--- config.mk ---
export PLATFORM = sky130hd
export DESIGN_NAME = hybrid_burst_assembler
export DESIGN_NICKNAME = d
export VERILOG_FILES = /design/src/design/hba_pkg.sv /design/src/design/hba_ram.sv /design/src/design/hybrid_burst_assembler.sv
export SDC_FILE = /design/constraint.sdc
export NUM_CORES = 2
export LEC_CHECK = 0
export ABC_CLOCK_PERIOD_IN_PS = 10100
export BUFFER_PORTS_ARGS = -buffer_cell sky130_fd_sc_hd__buf_2
export CORE_ASPECT_RATIO = 0.8
export CORE_MARGIN = 2
export CORE_UTILIZATION = 55
export DETAILED_ROUTE_END_ITERATION = 6
export HOLD_SLACK_MARGIN = 0.15
export PLACE_DENSITY = 0.72
export SYNTH_ARGS = -nofsm -noshare
export SYNTH_HDL_FRONTEND = slang
export SYNTH_HIERARCHICAL = 1
export SYNTH_SLANG_ARGS = --single-unit
--- constraint.sdc ---
create_clock -name clk -period 10.1 [get_ports clk]
set_clock_uncertainty 0.05 [all_clocks]
set_input_delay 1.01 -clock clk [delete_from_list [all_inputs] [get_ports clk]]
set_output_delay 1.01 -clock clk [all_outputs]
set_load 0.05 [all_outputs]
--- src/design/hba_pkg.sv ---
// ----------------------------------------------------------------------------
// hba_pkg
// types, constants and helpers of the hybrid burst assembler
// ----------------------------------------------------------------------------
package hba_pkg;

    localparam int NUM_DEST_DEF = 4;
    localparam int NUM_CLASS    = 3;

    localparam int LIM_W   = 20;
    localparam int BYTES_W = 24;
    localparam int PKTS_W  = 16;
    localparam int NUM_W   = 32;
    localparam int PB_W    = 16;

    localparam logic [BYTES_W-1:0] BYTES_MAX = {BYTES_W{1'b1}};
    localparam logic [PKTS_W-1:0]  PKTS_MAX  = {PKTS_W{1'b1}};

    localparam logic [5:0] DSCP_VOICE = 6'd46;
    localparam logic [5:0] DSCP_VIDEO = 6'd34;

    localparam logic [1:0] SVC_VOICE = 2'd0;
    localparam logic [1:0] SVC_DATA  = 2'd1;
    localparam logic [1:0] SVC_VIDEO = 2'd2;

    localparam logic MODE_ARRIVAL = 1'b0;
    localparam logic MODE_TICK    = 1'b1;

    localparam logic CUT_LENGTH = 1'b0;
    localparam logic CUT_TIMER  = 1'b1;

    localparam logic [2:0] REG_LEN_VOICE  = 3'd0;
    localparam logic [2:0] REG_LEN_DATA   = 3'd1;
    localparam logic [2:0] REG_LEN_VIDEO  = 3'd2;
    localparam logic [2:0] REG_TIME_VOICE = 3'd3;
    localparam logic [2:0] REG_TIME_DATA  = 3'd4;
    localparam logic [2:0] REG_TIME_VIDEO = 3'd5;

    localparam logic [LIM_W-1:0] LEN_VOICE_RST  = 20'd4000;
    localparam logic [LIM_W-1:0] LEN_DATA_RST   = 20'd8000;
    localparam logic [LIM_W-1:0] LEN_VIDEO_RST  = 20'd6000;
    localparam logic [LIM_W-1:0] TIME_VOICE_RST = 20'd500;
    localparam logic [LIM_W-1:0] TIME_DATA_RST  = 20'd1000;
    localparam logic [LIM_W-1:0] TIME_VIDEO_RST = 20'd750;

    typedef struct packed {
        logic [BYTES_W-1:0] bytes;
        logic [PKTS_W-1:0]  pkts;
        logic [LIM_W-1:0]   left;
        logic               on;
    } unit_t;

    localparam int UNIT_W = $bits(unit_t);

    typedef struct packed {
        logic [1:0]         dest;
        logic [1:0]         svc;
        logic [BYTES_W-1:0] bytes;
        logic [PKTS_W-1:0]  pkts;
        logic               reason;
        logic [NUM_W-1:0]   number;
    } burst_t;

    function automatic logic [1:0] service_of(input logic [5:0] dscp);
        logic [1:0] s;
        s = SVC_DATA;
        if (dscp == DSCP_VOICE)
        begin
            s = SVC_VOICE;
        end
        else if (dscp == DSCP_VIDEO)
        begin
            s = SVC_VIDEO;
        end
        return s;
    endfunction

endpackage

--- src/design/hba_ram.sv ---
// ----------------------------------------------------------------------------
// hba_ram
// generic single write port ram with registered read
// ----------------------------------------------------------------------------
module hba_ram #(
    parameter int WIDTH = 8,
    parameter int DEPTH = 16
) (
    input  logic                     clk,
    input  logic                     we,
    input  logic [$clog2(DEPTH)-1:0] waddr,
    input  logic [WIDTH-1:0]         wdata,
    input  logic [$clog2(DEPTH)-1:0] raddr,
    output logic [WIDTH-1:0]         rdata
);

    logic [WIDTH-1:0] mem [DEPTH];

    always_ff @(posedge clk)
    begin
        if (we)
        begin
            mem[waddr] <= wdata;
        end
        rdata <= mem[raddr];
    end

endmodule

--- src/design/hybrid_burst_assembler.sv ---
// ----------------------------------------------------------------------------
// hybrid_burst_assembler
// timer and length hybrid burst assembly per destination and class
// ----------------------------------------------------------------------------
// input channel (in_valid/in_ready) carries packet arrivals (mode 0) and
// time ticks (mode 1); output channel (out_valid/out_ready) carries bursts,
// last_burst marks the final burst of one input transfer.
// unit state sits in one ram; a small sequencer reads a unit, updates it
// and writes it back through one shared datapath.
// arrival: the unit is read, updated and written back; a burst is pushed
// when nonzero bytes hit or exceed the limit, and when they exceed it the
// packet share is found first (one 16x20 multiply, then a 16-step
// restoring divider). tick: NUM_DEST*3 units walked in order; an expiring
// unit that holds bytes also pushes a burst.
// one finished burst waits in a holding register while the walk goes on;
// when the receiver stalls and both output and holding register are full,
// the walk stops until a transfer frees room. in_ready is low while busy.
// after reset a clearing pass writes zero to every unit with in_ready low;
// configuration writes are taken at any time.
// config registers sit on an apb port at byte address 4*index.
// ----------------------------------------------------------------------------
module hybrid_burst_assembler
    import hba_pkg::*;
#(
    parameter int NUM_DEST = NUM_DEST_DEF
) (
    input  logic                clk,
    input  logic                rst_n,
    input  logic                psel,
    input  logic                penable,
    input  logic                pwrite,
    input  logic [4:0]          paddr,
    input  logic [31:0]         pwdata,
    output logic [31:0]         prdata,
    output logic                pready,
    input  logic                in_valid,
    output logic                in_ready,
    input  logic                mode,
    input  logic [1:0]          dest_node,
    input  logic [5:0]          dscp_code,
    input  logic [PB_W-1:0]     packet_bytes,
    output logic                out_valid,
    input  logic                out_ready,
    output logic [1:0]          burst_dest,
    output logic [1:0]          burst_service,
    output logic [BYTES_W-1:0]  burst_bytes,
    output logic [PKTS_W-1:0]   burst_packets,
    output logic                cut_reason,
    output logic [NUM_W-1:0]    burst_number,
    output logic                last_burst
);

    localparam int NUM_UNITS = NUM_DEST * NUM_CLASS;
    localparam int UW        = $clog2(NUM_UNITS);
    localparam int DW        = (NUM_DEST > 1) ? $clog2(NUM_DEST) : 1;

    localparam logic [3:0] ST_CLR  = 4'd0;
    localparam logic [3:0] ST_IDLE = 4'd1;
    localparam logic [3:0] ST_RD   = 4'd2;
    localparam logic [3:0] ST_PROC = 4'd3;
    localparam logic [3:0] ST_MUL  = 4'd4;
    localparam logic [3:0] ST_DIV  = 4'd5;
    localparam logic [3:0] ST_DFIN = 4'd6;
    localparam logic [3:0] ST_PUSH = 4'd7;
    localparam logic [3:0] ST_NEXT = 4'd8;
    localparam logic [3:0] ST_FIN  = 4'd9;

    // configuration
    logic [LIM_W-1:0] len_reg  [NUM_CLASS];
    logic [LIM_W-1:0] time_reg [NUM_CLASS];
    logic             cfg_wr;

    assign pready = 1'b1;
    assign cfg_wr = psel && penable && pwrite;

    always_ff @(posedge clk or negedge rst_n)
    begin
        if (!rst_n)
        begin
            len_reg[0]  <= LEN_VOICE_RST;
            len_reg[1]  <= LEN_DATA_RST;
            len_reg[2]  <= LEN_VIDEO_RST;
            time_reg[0] <= TIME_VOICE_RST;
            time_reg[1] <= TIME_DATA_RST;
            time_reg[2] <= TIME_VIDEO_RST;
        end
        else if (cfg_wr)
        begin
            unique case (paddr[4:2])
                REG_LEN_VOICE:  len_reg[0]  <= pwdata[LIM_W-1:0];
                REG_LEN_DATA:   len_reg[1]  <= pwdata[LIM_W-1:0];
                REG_LEN_VIDEO:  len_reg[2]  <= pwdata[LIM_W-1:0];
                REG_TIME_VOICE: time_reg[0] <= pwdata[LIM_W-1:0];
                REG_TIME_DATA:  time_reg[1] <= pwdata[LIM_W-1:0];
                REG_TIME_VIDEO: time_reg[2] <= pwdata[LIM_W-1:0];
                default:        ;
            endcase
        end
    end

    always_comb
    begin
        prdata = '0;
        unique case (paddr[4:2])
            REG_LEN_VOICE:  prdata = 32'(len_reg[0]);
            REG_LEN_DATA:   prdata = 32'(len_reg[1]);
            REG_LEN_VIDEO:  prdata = 32'(len_reg[2]);
            REG_TIME_VOICE: prdata = 32'(time_reg[0]);
            REG_TIME_DATA:  prdata = 32'(time_reg[1]);
            REG_TIME_VIDEO: prdata = 32'(time_reg[2]);
            default:        prdata = '0;
        endcase
    end

    // sequencer state
    logic [3:0]          state_reg, state_next;
    logic [UW-1:0]       idx_reg, idx_next;
    logic [DW-1:0]       dest_reg, dest_next;
    logic [1:0]          svc_reg, svc_next;
    logic                mode_reg, mode_next;
    logic [PB_W-1:0]     pb_reg, pb_next;
    logic [BYTES_W-1:0]  w_sum_reg, w_sum_next;
    logic [PKTS_W-1:0]   w_pk_reg, w_pk_next;
    logic [LIM_W-1:0]    w_left_reg, w_left_next;
    logic [BYTES_W-1:0]  rem_reg, rem_next;
    logic [PKTS_W-1:0]   q_reg, q_next;
    logic [3:0]          cnt_reg, cnt_next;
    burst_t              nb_reg, nb_next;
    burst_t              pend_reg, pend_next;
    logic                pend_valid_reg, pend_valid_next;
    burst_t              out_reg, out_next;
    logic                out_valid_reg, out_valid_next;
    logic                out_last_reg, out_last_next;
    logic [NUM_W-1:0]    counter_reg, counter_next;

    // ram port
    logic                we;
    unit_t               wdata;
    unit_t               rdata;
    logic [UNIT_W-1:0]   rdata_raw;

    hba_ram #(
        .WIDTH (UNIT_W),
        .DEPTH (NUM_UNITS)
    ) u_ram (
        .clk   (clk),
        .we    (we),
        .waddr (idx_reg),
        .wdata (wdata),
        .raddr (idx_reg),
        .rdata (rdata_raw)
    );

    assign rdata = unit_t'(rdata_raw);

    // datapath
    logic [LIM_W-1:0]    lim;
    logic [LIM_W-1:0]    tl;
    logic [BYTES_W-1:0]  lim_b;
    logic [BYTES_W:0]    sum_w;
    logic [BYTES_W-1:0]  sum;
    logic [PKTS_W-1:0]   pk;
    logic                on1;
    logic [LIM_W-1:0]    left1;
    logic [35:0]         prod;
    logic [BYTES_W:0]    trial;
    logic                ge;
    logic [PKTS_W-1:0]   p;
    logic [PKTS_W-1:0]   left_pk;
    logic                out_free;
    logic                push_ok;
    logic                in_fire;
    logic [1:0]          in_svc;

    assign lim      = len_reg[svc_reg];
    assign tl       = time_reg[svc_reg];
    assign lim_b    = BYTES_W'(lim);
    assign sum_w    = {1'b0, rdata.bytes} + (BYTES_W+1)'(pb_reg);
    assign sum      = sum_w[BYTES_W] ? BYTES_MAX : sum_w[BYTES_W-1:0];
    assign pk       = (rdata.pkts == PKTS_MAX) ? PKTS_MAX : rdata.pkts + 1'b1;
    assign on1      = ((pk == PKTS_W'(1)) && !rdata.on) ? 1'b1 : rdata.on;
    assign left1    = ((pk == PKTS_W'(1)) && !rdata.on) ? tl : rdata.left;
    assign prod     = 36'(w_pk_reg) * 36'(lim);
    assign trial    = {rem_reg, q_reg[PKTS_W-1]};
    assign ge       = trial >= {1'b0, w_sum_reg};
    assign p        = (q_reg == '0) ? PKTS_W'(1) : q_reg;
    assign left_pk  = (w_pk_reg > p) ? w_pk_reg - p : '0;
    assign out_free = !out_valid_reg || out_ready;
    assign push_ok  = !pend_valid_reg || out_free;
    assign in_ready = (state_reg == ST_IDLE);
    assign in_fire  = in_valid && in_ready;
    assign in_svc   = service_of(dscp_code);

    always_comb
    begin
        state_next      = state_reg;
        idx_next        = idx_reg;
        dest_next       = dest_reg;
        svc_next        = svc_reg;
        mode_next       = mode_reg;
        pb_next         = pb_reg;
        w_sum_next      = w_sum_reg;
        w_pk_next       = w_pk_reg;
        w_left_next     = w_left_reg;
        rem_next        = rem_reg;
        q_next          = q_reg;
        cnt_next        = cnt_reg;
        nb_next         = nb_reg;
        pend_next       = pend_reg;
        pend_valid_next = pend_valid_reg;
        out_next        = out_reg;
        out_valid_next  = out_valid_reg && !out_ready;
        out_last_next   = out_last_reg;
        counter_next    = counter_reg;
        we              = 1'b0;
        wdata           = '0;

        unique case (state_reg)
            ST_CLR:
            begin
                we = 1'b1;
                if (idx_reg == UW'(NUM_UNITS - 1))
                begin
                    state_next = ST_IDLE;
                end
                else
                begin
                    idx_next = idx_reg + 1'b1;
                end
            end
            ST_IDLE:
            begin
                if (in_fire)
                begin
                    mode_next = mode;
                    pb_next   = packet_bytes;
                    if (mode == MODE_TICK)
                    begin
                        idx_next   = '0;
                        dest_next  = '0;
                        svc_next   = SVC_VOICE;
                        state_next = ST_RD;
                    end
                    else if (32'(dest_node) < NUM_DEST)
                    begin
                        idx_next   = UW'(32'(dest_node) * NUM_CLASS + 32'(in_svc));
                        dest_next  = DW'(dest_node);
                        svc_next   = in_svc;
                        state_next = ST_RD;
                    end
                end
            end
            ST_RD:
            begin
                state_next = ST_PROC;
            end
            ST_PROC:
            begin
                state_next = ST_NEXT;
                nb_next.dest = 2'(dest_reg);
                nb_next.svc  = svc_reg;
                if (mode_reg == MODE_ARRIVAL)
                begin
                    nb_next.reason = CUT_LENGTH;
                    if (sum >= lim_b)
                    begin
                        if (sum == '0)
                        begin
                            we    = 1'b1;
                            wdata = '{bytes: '0, pkts: pk, left: left1, on: 1'b0};
                        end
                        else if (sum > lim_b)
                        begin
                            w_sum_next  = sum;
                            w_pk_next   = pk;
                            w_left_next = left1;
                            state_next  = ST_MUL;
                        end
                        else
                        begin
                            we    = 1'b1;
                            wdata = '{bytes: '0, pkts: '0, left: left1, on: 1'b0};
                            nb_next.bytes = sum;
                            nb_next.pkts  = pk;
                            state_next    = ST_PUSH;
                        end
                    end
                    else
                    begin
                        we    = 1'b1;
                        wdata = '{bytes: sum, pkts: pk, left: left1, on: on1};
                    end
                end
                else if (rdata.on)
                begin
                    we             = 1'b1;
                    nb_next.reason = CUT_TIMER;
                    if (rdata.left > LIM_W'(1))
                    begin
                        wdata = '{bytes: rdata.bytes, pkts: rdata.pkts,
                                  left: rdata.left - 1'b1, on: 1'b1};
                    end
                    else if (rdata.bytes == '0)
                    begin
                        wdata = '{bytes: '0, pkts: rdata.pkts, left: '0, on: 1'b0};
                    end
                    else
                    begin
                        wdata         = '0;
                        nb_next.bytes = rdata.bytes;
                        nb_next.pkts  = rdata.pkts;
                        state_next    = ST_PUSH;
                    end
                end
            end
            ST_MUL:
            begin
                rem_next   = BYTES_W'(prod[35:16]);
                q_next     = prod[15:0];
                cnt_next   = '0;
                state_next = ST_DIV;
            end
            ST_DIV:
            begin
                rem_next = ge ? BYTES_W'(trial - {1'b0, w_sum_reg}) : trial[BYTES_W-1:0];
                q_next   = {q_reg[PKTS_W-2:0], ge};
                cnt_next = cnt_reg + 1'b1;
                if (cnt_reg == 4'd15)
                begin
                    state_next = ST_DFIN;
                end
            end
            ST_DFIN:
            begin
                we    = 1'b1;
                wdata = '{bytes: w_sum_reg - lim_b, pkts: left_pk,
                          left: (left_pk != '0) ? tl : w_left_reg,
                          on: (left_pk != '0)};
                nb_next.bytes = lim_b;
                nb_next.pkts  = p;
                state_next    = ST_PUSH;
            end
            ST_PUSH:
            begin
                if (push_ok)
                begin
                    if (pend_valid_reg)
                    begin
                        out_next       = pend_reg;
                        out_valid_next = 1'b1;
                        out_last_next  = 1'b0;
                    end
                    pend_next        = nb_reg;
                    pend_next.number = counter_reg;
                    pend_valid_next  = 1'b1;
                    counter_next     = counter_reg + 1'b1;
                    state_next       = ST_NEXT;
                end
            end
            ST_NEXT:
            begin
                if ((mode_reg == MODE_TICK) && (idx_reg != UW'(NUM_UNITS - 1)))
                begin
                    idx_next = idx_reg + 1'b1;
                    if (svc_reg == SVC_VIDEO)
                    begin
                        svc_next  = SVC_VOICE;
                        dest_next = dest_reg + 1'b1;
                    end
                    else
                    begin
                        svc_next = svc_reg + 1'b1;
                    end
                    state_next = ST_RD;
                end
                else
                begin
                    state_next = ST_FIN;
                end
            end
            ST_FIN:
            begin
                if (!pend_valid_reg)
                begin
                    state_next = ST_IDLE;
                end
                else if (out_free)
                begin
                    out_next        = pend_reg;
                    out_valid_next  = 1'b1;
                    out_last_next   = 1'b1;
                    pend_valid_next = 1'b0;
                    state_next      = ST_IDLE;
                end
            end
            default:
            begin
                state_next = ST_IDLE;
            end
        endcase
    end

    always_ff @(posedge clk or negedge rst_n)
    begin
        if (!rst_n)
        begin
            state_reg      <= ST_CLR;
            idx_reg        <= '0;
            pend_valid_reg <= 1'b0;
            out_valid_reg  <= 1'b0;
            counter_reg    <= '0;
        end
        else
        begin
            state_reg      <= state_next;
            idx_reg        <= idx_next;
            pend_valid_reg <= pend_valid_next;
            out_valid_reg  <= out_valid_next;
            counter_reg    <= counter_next;
        end
    end

    always_ff @(posedge clk)
    begin
        dest_reg     <= dest_next;
        svc_reg      <= svc_next;
        mode_reg     <= mode_next;
        pb_reg       <= pb_next;
        w_sum_reg    <= w_sum_next;
        w_pk_reg     <= w_pk_next;
        w_left_reg   <= w_left_next;
        rem_reg      <= rem_next;
        q_reg        <= q_next;
        cnt_reg      <= cnt_next;
        nb_reg       <= nb_next;
        pend_reg     <= pend_next;
        out_reg      <= out_next;
        out_last_reg <= out_last_next;
    end

    assign out_valid     = out_valid_reg;
    assign burst_dest    = out_reg.dest;
    assign burst_service = out_reg.svc;
    assign burst_bytes   = out_reg.bytes;
    assign burst_packets = out_reg.pkts;
    assign cut_reason    = out_reg.reason;
    assign burst_number  = out_reg.number;
    assign last_burst    = out_last_reg;

    // no burst is left behind when a new transfer is taken
    a_idle_empty: assert property (@(posedge clk) disable iff (!rst_n)
        in_ready |-> !pend_valid_reg)
        else $error("holding register full while ready");

    // divider remainder stays below the divisor
    a_div_rem: assert property (@(posedge clk) disable iff (!rst_n)
        (state_reg == ST_DIV) |-> (rem_reg < w_sum_reg))
        else $error("divider remainder out of range");

    // each burst taken into the holding register advances the sequence number
    a_count_step: assert property (@(posedge clk) disable iff (!rst_n)
        ((state_reg == ST_PUSH) && push_ok) |=> (counter_reg == $past(counter_reg) + 1'b1))
        else $error("burst number did not advance");

    // the last burst of a transfer leaves the holding register empty
    a_last_empty: assert property (@(posedge clk) disable iff (!rst_n)
        $rose(out_valid_reg) && out_last_reg |-> !pend_valid_reg)
        else $error("last burst with another burst pending");

endmodule

==> run summary <==
PD cells - 364 mW/mm2
crit path DAT - 8.76 ns
Cell Area, Synth - 0.0664 mm2
vias in the first global route - 41200
Synth area leader - edfxtp_1
drt first pass iters - 7
post-synthesis mux area share - 9.85%
Top Ports - 182
CP Class - register to register
Die Width - 392 um
xor and xnor area share after synthesis - 1.69%
DRC - 53
Skew-Pair Late Insertion Delay - 0.76 ns
Initial Utilization - 55.7%
P_leak - 28.1 nW
Synth Warn # - 6
Row Count - 113
DRT iter0 DRCs - 4543
Final Instance Area - 0.0732 mm2
initial antenna violation count - 8
outcome - finished, violations left
failing checks - design-rule violations
drt via density - 6.15
RSZ-0062 raised after global routing - no
fill count - 8938
Register Area - 0.0371 mm2
sequential cell area fraction in the yosys report - 55.9%
max-slew violations - 0
critical path capture point type - register
post-synthesis simple-gate area fraction - 7.93%
TritonCTS clock tree - built
top post-synthesis cells by area - edfxtp_1, fa_1, dfrtp_1, mux4_2, ha_1
ys flop type - edfxtp_1
placed wire-length estimate - 111000 um
total power draw - 26.6 mW
crit-path max FO - 45
Tmin final - 8.37 ns
Slew @ Worst Pin - 1.32 ns
GRT Util Overall - 27.5%
Die ar. - 0.123 mm2
final wirelength - 169000 um
Final GP Congestion - 0.947
Overflow after GRT - 0
adder-cell share of the synthesized area - 11.7%
clock buffer depth - 3
synthesized instance count - 4939
Yosys reg bits - 1280
Synth Area in Compound Gates - 8.90%
CORE AREA - 0.119 mm2
area grow syn2layout - 10.2%
number of synthesized flops with an enable pin - 1057
Routed WL per cell - 24.8 um
clock transition at the registers of the reported paths - 0.07 ns
layout net count - 5614
count of unique library cells instantiated by Yosys - 94
max reg flops - 732
H-tree depth - 3
placed cells - 6567
largest family of logic cells by synthesized area - adder cells
setup bufs post-CTS - 0
Fmax - 120 MHz
Post-CTS Hold Fix Bufs - 0
Startpoint Class - register
area occupied by multi-input gates - 0.0269 mm2
Final period util - 82.8%
IO buf count - 154
Post-Place Cell Area - 0.0691 mm2
Fin. Hold Viols - 0
area share of the largest cell type after synthesis - 47.8%
most common cell in the synthesized netlist - edfxtp_1
most instantiated cells after synthesis - edfxtp_1, nand2_1, inv_1, fa_1, mux2i_1
R2R setup slack - 1.73 ns
Worst Path Required - 10.49 ns
HP Class - input port to async pin
first-pass GRT wire length - 254000 um
max_cap viols - 0
Fin Setup TNS - 0 ns
Resize count post-CTS - 0
via count - 41800
ratio of cells with drive above 1 in the final layout - 16.7%
clock sink count - 1280
slew margin rel. - 11.2%
peak supply drop - 0.514 mV
largest net degree at the start of global routing - 103
Clock Tree Root - clkbuf_16
TritonCTS Buffers - 118
syn avg cell area - 13.4 um2
Cell Count, Final, Fillers Out - 6789
DIE HEIGHT - 315 um
Post-synth ARST share - 12.7%
Setup violations, final - 0
Routed Antenna Nets - 0
final timing paths:
path	startpoint	to	depth (start not counted)
hold reg to reg	nb_reg[44]	pend_reg[44]	0
setup / recovery	svc_reg[0]	rem_reg[19]	27
max in group asynchronous	rst_n	counter_reg[3]	2
hold / removal	rst_n	len_reg[24]	1
setup reg to reg	svc_reg[0]	rem_reg[19]	27
min in group clk	nb_reg[44]	pend_reg[44]	0
cells in the final DEF, fill, tap and decap left out, drive strengths merged, types with 38 or more instances in the layout:
master and n:
edfxtp 1057, nand2 414, inv 411, buf 259, fa 256, mux2i 228, ha 212, nor2 211
a21oi 177, clkbuf 161, o21ai 154, and2 146, a22oi 135, mux2 134, dfrtp 124, mux4 122
xnor2 79, o221ai 71, nand3 68, dfxtp 61, xor2 49, nor3 48, clkinv 44, a21o 39
dfstp 38
worst max-delay path: stages, from the launching register on:
cell       delay [ns]
edfxtp_1         0.42
buf_12           0.24
nor2_2           0.40
buf_4            0.42
nand2_1          0.10
o21ai_1          0.10
buf_4            0.37
nand2_1          0.14
fa_1             0.56
fa_1             0.48
fa_1             0.54
inv_1            0.06
fa_1             0.46
fa_1             0.52
inv_1            0.05
fa_1             0.47
inv_1            0.04
ha_1             0.35
a21oi_1          0.20
a21boi_0         0.13
a311oi_1         0.26
buf_4            0.19
o2111ai_1        0.25
a31o_2           0.37
a311oi_1         0.40
o21ai_0          0.20
xnor2_1          0.19
mux2i_1          0.08
report_power, final:
part / total, mW / internal (mW) / switching (mW) / leakage (nW)
combinational: 14.1 / 5.52 / 8.61 / 13.9
clock: 4.57 / 2.58 / 1.99 / 1.95
sequential: 7.94 / 7.20 / 0.732 / 12.2
total: 26.6 / 15.3 / 11.3 / 28.1
metrics by stage:
step	hold WS, ns	setup slack (ns)	util (%)
after floorplan	0.350	0.952	-
after global placement	0.351	1.92	58.0
after detailed placement	0.355	1.82	58.0
after CTS	0.317	1.78	61.4
after global routing	0.330	1.22	61.4
final	0.307	1.73	61.4
cell type report:
class / count / share of cell area [%]
Tap cell: 1610 / 2.75
Sequential cell: 1280 / 50.7
Inverter: 410 / 2.10
Multi-Input combinational cell: 3008 / 36.8
Antenna cell: 3 / 0.0103
Clock buffer: 161 / 4.51
Clock inverter: 58 / 0.972
Timing Repair Buffer: 259 / 2.16
layer usage:
layer,global-route usage [%],vias up,part of all wire (%)
li1,-,18400,-
met1,40.6,21100,43
met2,40.5,1984,44
met3,7.19,285,10
met4,7.32,14,2.7
met5,0,-,0.057
cells by family (layout without fill, tap and decap cells):
logic type,after synthesis,after routing
XOR/XNOR,128,128
adder cells (fa/ha/maj),468,468
buffers and inverters,662,888
AND/OR/NAND/NOR,1095,1095
other,2,16
AO/OA/AOI/OAI,820,820
multiplexers,484,484
flip-flops,1280,1280
Power figures use the tool's default switching activity.
